`config.mk`:
```
export PLATFORM = sky130hd
export DESIGN_NAME = x86_exit_instruction_length
export DESIGN_NICKNAME = d
export VERILOG_FILES = /design/src/hdl/xeil_pkg.sv /design/src/hdl/xeil_len_calc.sv /design/src/hdl/x86_exit_instruction_length.sv
export SDC_FILE = /design/constraint.sdc
export NUM_CORES = 1
export LEC_CHECK = 0
export BUFFER_PORTS_ARGS = -buffer_cell sky130_fd_sc_hd__buf_4
export CORE_UTILIZATION = 46
export DETAILED_ROUTE_END_ITERATION = 10
export GPL_ROUTABILITY_DRIVEN = 0
export PLACE_DENSITY = 0.64
export SLEW_MARGIN = 5
export SYNTH_ARGS = -nofsm -noshare
export SYNTH_HDL_FRONTEND = slang
export SYNTH_SLANG_ARGS = --single-unit
```
`constraint.sdc`:
```
create_clock -name clk -period 6.03 [get_ports clk]
set_input_delay 1.206 -clock clk [delete_from_list [all_inputs] [get_ports clk]]
set_output_delay 1.206 -clock clk [all_outputs]
set_load 0.02 [all_outputs]
```
`src/hdl/xeil_pkg.sv`:
```
package xeil_pkg;

    localparam int WINDOW_BYTES = 15;
    localparam int WIN_W        = 8 * WINDOW_BYTES;
    localparam int IDX_W        = 5;
    localparam int CNT_W        = 4;
    localparam int REP_W        = 6;

    localparam logic [IDX_W-1:0] WIN_END     = IDX_W'(WINDOW_BYTES);
    localparam logic [IDX_W-1:0] LAST_ESC    = IDX_W'(WINDOW_BYTES - 2);

    localparam logic [7:0] PFX_ES    = 8'h26;
    localparam logic [7:0] PFX_CS    = 8'h2e;
    localparam logic [7:0] PFX_SS    = 8'h36;
    localparam logic [7:0] PFX_DS    = 8'h3e;
    localparam logic [7:0] PFX_FS    = 8'h64;
    localparam logic [7:0] PFX_GS    = 8'h65;
    localparam logic [7:0] PFX_OPSZ  = 8'h66;
    localparam logic [7:0] PFX_ADSZ  = 8'h67;
    localparam logic [7:0] PFX_LOCK  = 8'hf0;
    localparam logic [7:0] PFX_REPNE = 8'hf2;
    localparam logic [7:0] PFX_REP   = 8'hf3;

    localparam logic [3:0] REX_HI    = 4'h4;
    localparam logic [7:0] ESC_0F    = 8'h0f;

    localparam logic [7:0] OP_GRP7   = 8'h01;
    localparam logic [7:0] OP_INVD   = 8'h08;
    localparam logic [7:0] OP_MOVCR  = 8'h20;
    localparam logic [7:0] OP_MOVTOCR = 8'h22;
    localparam logic [7:0] OP_WRMSR  = 8'h30;
    localparam logic [7:0] OP_RDTSC  = 8'h31;
    localparam logic [7:0] OP_RDMSR  = 8'h32;
    localparam logic [7:0] OP_GETSEC = 8'h37;
    localparam logic [7:0] OP_CPUID  = 8'ha2;
    localparam logic [7:0] OP_GRP9   = 8'hc7;

    localparam logic [7:0] RM_VMCALL   = 8'hc1;
    localparam logic [7:0] RM_VMLAUNCH = 8'hc2;
    localparam logic [7:0] RM_VMRESUME = 8'hc3;
    localparam logic [7:0] RM_VMXOFF   = 8'hc4;
    localparam logic [7:0] RM_XSETBV   = 8'hd1;
    localparam logic [7:0] RM_VMFUNC   = 8'hd4;
    localparam logic [7:0] RM_RDTSCP   = 8'hf9;
    localparam logic [2:0] REG_LMSW    = 3'd6;

    localparam logic [1:0] MOD_IND   = 2'd0;
    localparam logic [1:0] MOD_DISP8 = 2'd1;
    localparam logic [1:0] MOD_DISP32 = 2'd2;
    localparam logic [1:0] MOD_REG   = 2'd3;
    localparam logic [2:0] RM_SIB    = 3'd4;
    localparam logic [2:0] RM_DISP   = 3'd5;

    typedef struct packed {
        logic             ok;
        logic [7:0]       op;
        logic [7:0]       modrm;
        logic [7:0]       sib;
        logic [IDX_W-1:0] nx;
        logic [REP_W-1:0] rep;
    } dec_t;

    function automatic logic is_prefix(input logic [7:0] b);
        logic r;
        unique case (b)
            PFX_ES, PFX_CS, PFX_SS, PFX_DS, PFX_FS, PFX_GS,
            PFX_OPSZ, PFX_ADSZ, PFX_LOCK, PFX_REPNE, PFX_REP: r = 1'b1;
            default: r = 1'b0;
        endcase
        return r;
    endfunction

    function automatic logic [7:0] get_byte(input logic [WIN_W-1:0] w,
                                            input logic [IDX_W-1:0] idx);
        logic [7:0] r;
        if (idx < WIN_END)
            r = w[{idx[3:0], 3'b000} +: 8];
        else
            r = 8'h00;
        return r;
    endfunction

endpackage

```
`src/hdl/xeil_len_calc.sv`:
```
module xeil_len_calc
(
    input  xeil_pkg::dec_t dec,
    output logic [3:0]     insn_length,
    output logic           decode_failed,
    output logic           length_mismatch
);

    logic [1:0] mod_f;
    logic [2:0] rm_f;
    logic [4:0] e1;
    logic [4:0] e_sib;
    logic [4:0] opnd_end;
    logic [4:0] len5;
    logic       rm_ok;

    assign mod_f = dec.modrm[7:6];
    assign rm_f  = dec.modrm[2:0];
    assign e1    = dec.nx + 5'd1;
    assign e_sib = e1 + 5'd1;

    assign rm_ok = (dec.modrm == xeil_pkg::RM_VMCALL)   ||
                   (dec.modrm == xeil_pkg::RM_VMLAUNCH) ||
                   (dec.modrm == xeil_pkg::RM_VMRESUME) ||
                   (dec.modrm == xeil_pkg::RM_VMXOFF)   ||
                   (dec.modrm == xeil_pkg::RM_VMFUNC)   ||
                   (dec.modrm == xeil_pkg::RM_XSETBV)   ||
                   (dec.modrm == xeil_pkg::RM_RDTSCP)   ||
                   (dec.modrm[5:3] == xeil_pkg::REG_LMSW);

    always_comb
    begin
        logic [4:0] e;
        e = e1;
        if (mod_f == xeil_pkg::MOD_REG)
            e = e1;
        else if (rm_f == xeil_pkg::RM_SIB)
        begin
            if (e1 >= xeil_pkg::WIN_END)
                e = 5'd31;
            else if (mod_f == xeil_pkg::MOD_IND && dec.sib[2:0] == xeil_pkg::RM_DISP)
                e = e_sib + 5'd4;
            else if (mod_f == xeil_pkg::MOD_DISP8)
                e = e_sib + 5'd1;
            else if (mod_f == xeil_pkg::MOD_DISP32)
                e = e_sib + 5'd4;
            else
                e = e_sib;
        end
        else if (mod_f == xeil_pkg::MOD_IND && rm_f == xeil_pkg::RM_DISP)
            e = e1 + 5'd4;
        else if (mod_f == xeil_pkg::MOD_DISP8)
            e = e1 + 5'd1;
        else if (mod_f == xeil_pkg::MOD_DISP32)
            e = e1 + 5'd4;
        opnd_end = (e <= xeil_pkg::WIN_END) ? e : 5'd0;
    end

    always_comb
    begin
        len5 = 5'd0;
        unique case (dec.op)
            xeil_pkg::OP_INVD, xeil_pkg::OP_WRMSR, xeil_pkg::OP_RDTSC,
            xeil_pkg::OP_RDMSR, xeil_pkg::OP_GETSEC, xeil_pkg::OP_CPUID:
                len5 = dec.nx;
            xeil_pkg::OP_GRP7:
                if (dec.nx < xeil_pkg::WIN_END && rm_ok)
                    len5 = e1;
            xeil_pkg::OP_MOVCR, xeil_pkg::OP_MOVTOCR, xeil_pkg::OP_GRP9:
                if (dec.nx < xeil_pkg::WIN_END)
                    len5 = opnd_end;
            default:
                len5 = 5'd0;
        endcase
        if (!dec.ok)
            len5 = 5'd0;
    end

    assign insn_length     = len5[3:0];
    assign decode_failed   = (len5 == 5'd0);
    assign length_mismatch = (len5 != 5'd0) && ({1'b0, len5} != dec.rep);

endmodule

```
`src/hdl/x86_exit_instruction_length.sv`:
```
// Exit instruction length decoder.
// Input channel: window_valid / window_stall carry one word made of
// fetch_ok, window_low (bytes 0-7), window_high (bytes 8-14) and
// reported_length. A word is taken at a clock edge with valid high and
// stall low.
// Output channel: length_valid / length_stall carry insn_length,
// decode_failed and length_mismatch, one result word per input word,
// in order.
// Pipeline: three register stages (prefix scan, REX/escape and byte
// select, length compute). An accepted word moves through the stage
// registers to the result register; throughput is one word per cycle
// while the output is not stalled.
// A stall on the output holds the result register; each stage only
// advances into an empty slot or one that is moving on, so bubbles are
// squeezed out and window_stall rises only when all three stages are full
// and the output is stalled.
// Reset (rst_n low, asynchronous) empties the pipeline; no results are
// offered until new words arrive.
module x86_exit_instruction_length
(
    input  logic        clk,
    input  logic        rst_n,
    input  logic        window_valid,
    output logic        window_stall,
    input  logic        fetch_ok,
    input  logic [63:0] window_low,
    input  logic [55:0] window_high,
    input  logic [5:0]  reported_length,
    output logic        length_valid,
    input  logic        length_stall,
    output logic [3:0]  insn_length,
    output logic        decode_failed,
    output logic        length_mismatch
);

    logic en1;
    logic en2;
    logic en3;

    logic [xeil_pkg::WIN_W-1:0] win_in;
    logic [xeil_pkg::CNT_W-1:0] pcnt_next;

    logic                       s1_valid_reg;
    logic [xeil_pkg::WIN_W-1:0] s1_win_reg;
    logic [xeil_pkg::CNT_W-1:0] s1_pcnt_reg;
    logic                       s1_fetch_reg;
    logic [xeil_pkg::REP_W-1:0] s1_rep_reg;

    logic [xeil_pkg::IDX_W-1:0] p0;
    logic [xeil_pkg::IDX_W-1:0] p1;
    logic [7:0]                 b_first;
    logic [7:0]                 b_esc;
    xeil_pkg::dec_t             s2_next;
    logic                       s2_valid_reg;
    xeil_pkg::dec_t             s2_reg;

    logic [3:0] len_next;
    logic       failed_next;
    logic       mismatch_next;
    logic       out_valid_reg;
    logic [3:0] len_reg;
    logic       failed_reg;
    logic       mismatch_reg;

    assign en3 = !out_valid_reg || !length_stall;
    assign en2 = !s2_valid_reg || en3;
    assign en1 = !s1_valid_reg || en2;
    assign window_stall = !en1;

    // stage 1: leading prefix count
    assign win_in = {window_high, window_low};

    always_comb
    begin
        pcnt_next = xeil_pkg::CNT_W'(xeil_pkg::WINDOW_BYTES);
        for (int k = xeil_pkg::WINDOW_BYTES - 1; k >= 0; k--)
        begin
            if (!xeil_pkg::is_prefix(win_in[8*k +: 8]))
                pcnt_next = xeil_pkg::CNT_W'(k);
        end
    end

    // stage 2: optional REX, escape check, opcode/ModRM/SIB select
    assign p0      = {1'b0, s1_pcnt_reg};
    assign b_first = xeil_pkg::get_byte(s1_win_reg, p0);
    assign p1      = p0 + ((b_first[7:4] == xeil_pkg::REX_HI) ? 5'd1 : 5'd0);
    assign b_esc   = xeil_pkg::get_byte(s1_win_reg, p1);

    always_comb
    begin
        s2_next.ok    = s1_fetch_reg && (p1 <= xeil_pkg::LAST_ESC) &&
                        (b_esc == xeil_pkg::ESC_0F);
        s2_next.op    = xeil_pkg::get_byte(s1_win_reg, p1 + 5'd1);
        s2_next.modrm = xeil_pkg::get_byte(s1_win_reg, p1 + 5'd2);
        s2_next.sib   = xeil_pkg::get_byte(s1_win_reg, p1 + 5'd3);
        s2_next.nx    = p1 + 5'd2;
        s2_next.rep   = s1_rep_reg;
    end

    // stage 3: length
    xeil_len_calc u_len
    (
        .dec             (s2_reg),
        .insn_length     (len_next),
        .decode_failed   (failed_next),
        .length_mismatch (mismatch_next)
    );

    always_ff @(posedge clk or negedge rst_n)
    begin
        if (!rst_n)
        begin
            s1_valid_reg  <= 1'b0;
            s2_valid_reg  <= 1'b0;
            out_valid_reg <= 1'b0;
        end
        else
        begin
            if (en1)
                s1_valid_reg <= window_valid;
            if (en2)
                s2_valid_reg <= s1_valid_reg;
            if (en3)
                out_valid_reg <= s2_valid_reg;
        end
    end

    always_ff @(posedge clk)
    begin
        if (en1 && window_valid)
        begin
            s1_win_reg   <= win_in;
            s1_pcnt_reg  <= pcnt_next;
            s1_fetch_reg <= fetch_ok;
            s1_rep_reg   <= reported_length;
        end
        if (en2 && s1_valid_reg)
            s2_reg <= s2_next;
        if (en3 && s2_valid_reg)
        begin
            len_reg      <= len_next;
            failed_reg   <= failed_next;
            mismatch_reg <= mismatch_next;
        end
    end

    assign length_valid    = out_valid_reg;
    assign insn_length     = len_reg;
    assign decode_failed   = failed_reg;
    assign length_mismatch = mismatch_reg;

endmodule

```
**Yosys cells after proc, flatten, opt, wreduce, memory -nomap -nowiden**

Index checks and enable logic that the tools add are counted.

- Add/subtract/negate cells: 9
- Multiply operators: 0
- Div/mod/pow operators: 0
- Magnitude comparators: 9
- Equal/unequal tests: 192
- Shift operators: 5
- Muxes and demuxes: 46
- Bitwise gates (word level): 0
- Reductions and logical operators: 47

Operators by type and width:

| operator | count |
|---|---|
| $eq 8x6->1 const B | 66 |
| $eq 8x7->1 const B | 60 |
| $shiftx 120x8->8 | 4 |
| $eq 8x8->1 const B | 54 |
| $reduce_or 11->1 | 15 |
| $shiftx 120x8->3 | 1 |
| $mux 5 | 13 |
| $lt 5x4->1 const B | 5 |
| $mux 4 | 6 |
| $add 5x1->5 const B | 4 |
| $mux 1 | 18 |
| $eq 8x4->1 const B | 2 |
| $mux 8 | 2 |
| $pmux 5 s3 | 1 |
| $eq 3x3->1 const B | 4 |
| $mux 3 | 4 |
| $add 5x2->5 const B | 2 |
| $add 5x3->5 const B | 2 |
| $le 5x4->1 const B | 2 |
| $logic_or 1x1->1 | 10 |
| $logic_and 1x1->1 | 9 |
| $eq 8x1->1 const B | 1 |
| $reduce_and 8->1 | 1 |
| $ne 5x6->1 | 1 |
| other kinds (15) | 21 |

- Register bits: 171
- Bits in latches: 0
- Bits in writable memories: 0
- Bits in read-only memories: 0
- Bits of input ports: 131
- Output and inout port bits: 8
- Word-level logic and storage cells: 327
- Memories kept: 0

**Depth between registers and ports, before layout**

- Depth after elaboration: 17
- Mapped depth: 17
- Mapped depth without buffers: 16

**Cells and area by module**

From an unflattened synthesis, not the netlist that was laid out.

- Cells, all modules: 908
- Area, all modules: 11659.9 um^2

By module, submodules not included:

| module | times used | cells an instance | area an instance (um^2) |
|---|---|---|---|
| x86_exit_instruction_length | 1 | 719 | 10217.3 |
| xeil_len_calc | 1 | 189 | 1442.6 |

**Worst setup path after synthesis**

No wires, ideal clock.

- Path type: in2reg
- Start point: in length_stall
- End point: reg s1_fetch_reg, enable pin
- Library setup time: 0.506 ns
- Arrival time: 4.357 ns
- Data required time: 5.524 ns
- Slack: 1.167 ns
- Cell stages on the path: 2
- Cells stage by stage: nand4_1 -> and2_1

- Longest elaborated chain between the ends: 5

Ends and longest elaborated chain:

| item | line | source |
|---|---|---|
| start: declaration | x86_exit_instruction_length.sv:30 | `input logic length_stall,` |
| $logic_not 1->1 | x86_exit_instruction_length.sv:65 | `assign en3 = !out_valid_reg \|\| !length_stall;` |
| $logic_or 1x1->1 | x86_exit_instruction_length.sv:65 |  |
| $logic_or 1x1->1 | x86_exit_instruction_length.sv:66 | `assign en2 = !s2_valid_reg \|\| en3;` |
| $logic_or 1x1->1 | x86_exit_instruction_length.sv:67 | `assign en1 = !s1_valid_reg \|\| en2;` |
| $logic_and 1x1->1 | x86_exit_instruction_length.sv:130 | `if (en1 && window_valid)` |
| end signal: assignment | x86_exit_instruction_length.sv:134 | `s1_fetch_reg <= fetch_ok;` |
| end: declaration | x86_exit_instruction_length.sv:46 | `logic s1_fetch_reg;` |

Every way passes these cells.
A chain may end at the register's enable or synchronous reset.

**Worst setup path in the final report**

- Start point: reg s1_pcnt_reg[1] in the netlist's numbering
- End point: reg s2_reg[12] in the netlist's numbering, data pin

- Longest elaborated chain between the ends: 7
- Elaborated cells between the ends (all ways): 9
- Classes of those cells: 2 x add/sub; 2 x order compare; 1 x eq/ne; 2 x shift; 2 x mux

Ends and longest elaborated chain:

| item | line | source |
|---|---|---|
| start: declaration | x86_exit_instruction_length.sv:45 | `logic [xeil_pkg::CNT_W-1:0] s1_pcnt_reg;` |
| start signal: assignment | x86_exit_instruction_length.sv:133 | `s1_pcnt_reg <= pcnt_next;` |
| $shiftx 120x8->8 or $lt 4x4->1 (tied branches) | xeil_pkg.sv:77, xeil_pkg.sv:76 |  |
| $mux 8 | xeil_pkg.sv:76 | `if (idx < WIN_END)` |
| $eq 4x3->1 | x86_exit_instruction_length.sv:86 | `assign p1 = p0 + ((b_first[7:4] == xeil_pkg::REX_HI) ? 5'd1 : 5'd0);` |
| $mux 1 | x86_exit_instruction_length.sv:86 |  |
| $add 4x1->5 * | x86_exit_instruction_length.sv:86 |  |
| $add 5x2->5 * | x86_exit_instruction_length.sv:95 | `s2_next.sib = xeil_pkg::get_byte(s1_win_reg, p1 + 5'd3);` |
| $shiftx 120x8->3 or $lt 5x4->1 (tied branches) | xeil_pkg.sv:77, xeil_pkg.sv:76 |  |
| end signal: assignment | x86_exit_instruction_length.sv:138 | `s2_reg <= s2_next;` |
| end: declaration | x86_exit_instruction_length.sv:55 | `xeil_pkg::dec_t s2_reg;` |

Mark *: on every way between the ends. The rest lies on a longest branch, timed or not.

==> flow_summary.ini <==
[synthesis]
ys_warn_count = 0
yosysSeqAreaShare_pct = 47.8
synth_compound_area_share_pct = 12.6
syn_nets = 995
yosysTopAreaCell = edfxtp_1
post_synth.cell_area_avg_um2 = 12.6
synthSimpleGateAreaFrac_pct = 17.4
synth_top_family_by_area = multiplexers
ys_types = 89
synth_area_mm2 = 0.0107
synth.mux.area_fraction_pct = 17.5
async_flop_share_pct = 1.75
ys_ff_latch = 171
synthXorXnorAreaFrac_pct = 1.50
netlist.area_leader.share_pct = 47.1
synth_fa_ha_area_share_pct = 1.29
synth_edf_count = 168
synthTopCellsByArea = edfxtp_1 (47%), mux4_2 (15%), mux2i_1 (2.4%)
synth_ff_type = edfxtp_1
synth_cells = 853

[cells_and_area]
antenna_cells = 0
syn_to_final_growth_pct = 17.9
multi_input_area_mm2 = 0.00540
register_area_mm2 = 0.00512
fillers = 1921
fin_nets = 1126
layout_common_cells = edfxtp_1 (168), buf_4 (151), mux4_2 (71)
fin_util_pct = 55.6
drive_gt1_share_pct = 28.2
layout_commonest_cell = edfxtp_1
largest_reg_flops = 120

[clock_network]
cts_resized = 0
cts_hold_buf = 0
cts_setup_buffers = 0
clock_latency_ps = 430
cts.sinks = 171
cts_made_buffers = 17
clock_path_buffers = 2
ctsHtreeMaxLevel = 4
cts_tree = built
clk_pin_slew_ps = 70
cts_root_buf = clkbuf_16

[worst_setup_path]
critPathMaxStageDelay_ps = 680
endpoint_kind = register
worstPathCellList = nor2_1 -> a311oi_1 -> a21oi_1 -> mux4_2 -> ha_4 -> ha_1 -> xor2_2 -> ha_1 -> a21oi_1 -> xor2_2 -> mux4_2 -> mux4_2 -> and2_1
cp-start-kind = register
cp.required_ps = 6210
crit_buf_inv = 0
crit_type = register to register
cpMaxStageDelayCell = edfxtp_1
crit_path_max_fanout = 17
crit_arrival_ps = 5040
critPathMostFrequentCell = mux4_2
crit_family = multiplexers

[sta]
timing.final.max_slew_violations = 0
timing.final.crit_period_ps = 4860
fmax_ghz = 0.206
finalSetupViolations = 0
fin_setup_tns_ps = 0
tightest_slew_ps = 976
fin_skew_ps = 10.8
period_share_pct = 80.6
rsz0062_at_grt = no
final_hold_viol_count = 0
relSlewSlack_pct = 34.9

[floorplanning]
initial_core_util_pct = 47.2
core-area_mm2 = 0.0227
die_area_mm2 = 0.0239
io_pins = 139
fp.dieW_um = 155
num_rows = 55
fp.dieH_um = 155

[global_routing]
grt_overflow = 0
grt_max_degree = 63
grt_pass1_wl_mm = 46.7
grt_usage_pct = 26.4
grt_pass1_vias = 7900
antenna_found_initial = 0

[job]
drv_cap = 0

[place]
dpl.hpwl_mm = 23.9
numPortBuffers = 138

[worst_hold_path]
min_path_type = register to register

[power]
max-vdd-ir-drop_mv = 0.188
leakage_uw = 0.00436
power_uw = 3650
power_density_mw_per_mm2 = 289

[drt]
first_pass_iters = 5
first_iter_violations = 828
drc = 0
vias = 8330
viasPerCell = 6.50
antenna_left = 0
wire_per_inst_um = 23.8
totalWireLength_mm = 30.5

[outcome]
status = completed
==> worst paths after layout <==
| check | start | to | slack, ps | cells past startpoint |
|---|---|---|---|---|
| setup / recovery | s1_pcnt_reg[1] | s2_reg[12] | 1170 | 13 |
| hold / removal | s1_rep_reg[0] | s2_reg[0] | 420 | 0 |
| setup reg to reg | s1_pcnt_reg[1] | s2_reg[12] | 1170 | 13 |
| hold reg to reg | s1_rep_reg[0] | s2_reg[0] | 420 | 0 |
| max in group asynchronous | rst_n | s1_valid_reg | 5380 | 1 |
| min in group asynchronous | rst_n | length_valid | 550 | 1 |
==> cell usage after synthesis (11+ instances only) <==
master	instances
nand2b_1	32
nor4b_1	16
and2_1	26
nor2_1	35
buf_2	12
nand4_1	17
nor3_1	27
a21oi_1	36
nand3_1	21
o21ai_0	47
a211oi_1	18
nand2_1	60
nor2b_1	11
mux4_2	71
clkbuf_1	21
nand4b_1	12
ha_1	11
mux2i_1	26
edfxtp_1	168
==> power breakdown <==
group          switching (µW)  total, µW  internal (µW)
clock network             498       1050            550
registers                 141       1590           1450
logic                     517       1010            492
==> metal layers <==
layer | wire length, µm | global-route usage (%) | vias up
li1 | - | - | 3746
met1 | 11400 | 32.4 | 4031
met2 | 15100 | 43.7 | 452
met3 | 2200 | 5.07 | 101
met4 | 1780 | 15.2 | 0
met5 | 0 | 0 | -
==> layout make-up <==
cell class              count  share of cell area (%)
inverters                  11                   0.327
flip-flops and latches    171                    40.5
well taps                 285                    2.82
repair buffers            151                    8.97
clock buffers              17                    3.37
clock inverters            15                    1.21
multi-input cells         632                    42.8
==> worst register-to-register path, delay by kind of cell (launching register included) <==
kind,cells,cell delay (ps)
AND/OR/NAND/NOR,2,270
adder cells (fa/ha/maj),3,780
XOR/XNOR,2,1110
flip-flops,1,680
AO/OA/AOI/OAI,3,400
multiplexers,3,1360
==> metrics by stage <==
stage          area, µm²  worst slack, ps  cells  hold WS [ps]
2_1_floorplan      10700             1170    853           400
3_3_place_gp       12100             1260   1250           404
3_5_place_dp       12100             1180   1250           406
4_1_cts            12600             1170   1282           417
5_1_grt            12600              788   1282           422
6_report           12600             1170   1282           421
==> cells by family after synthesis <==
family / Yosys count
simple gates: 316
fa+ha+maj: 11
compound gates: 195
mux: 98
buf+inv: 50
flops: 171
xor+xnor: 12
(Power assumes the default switching activity.)
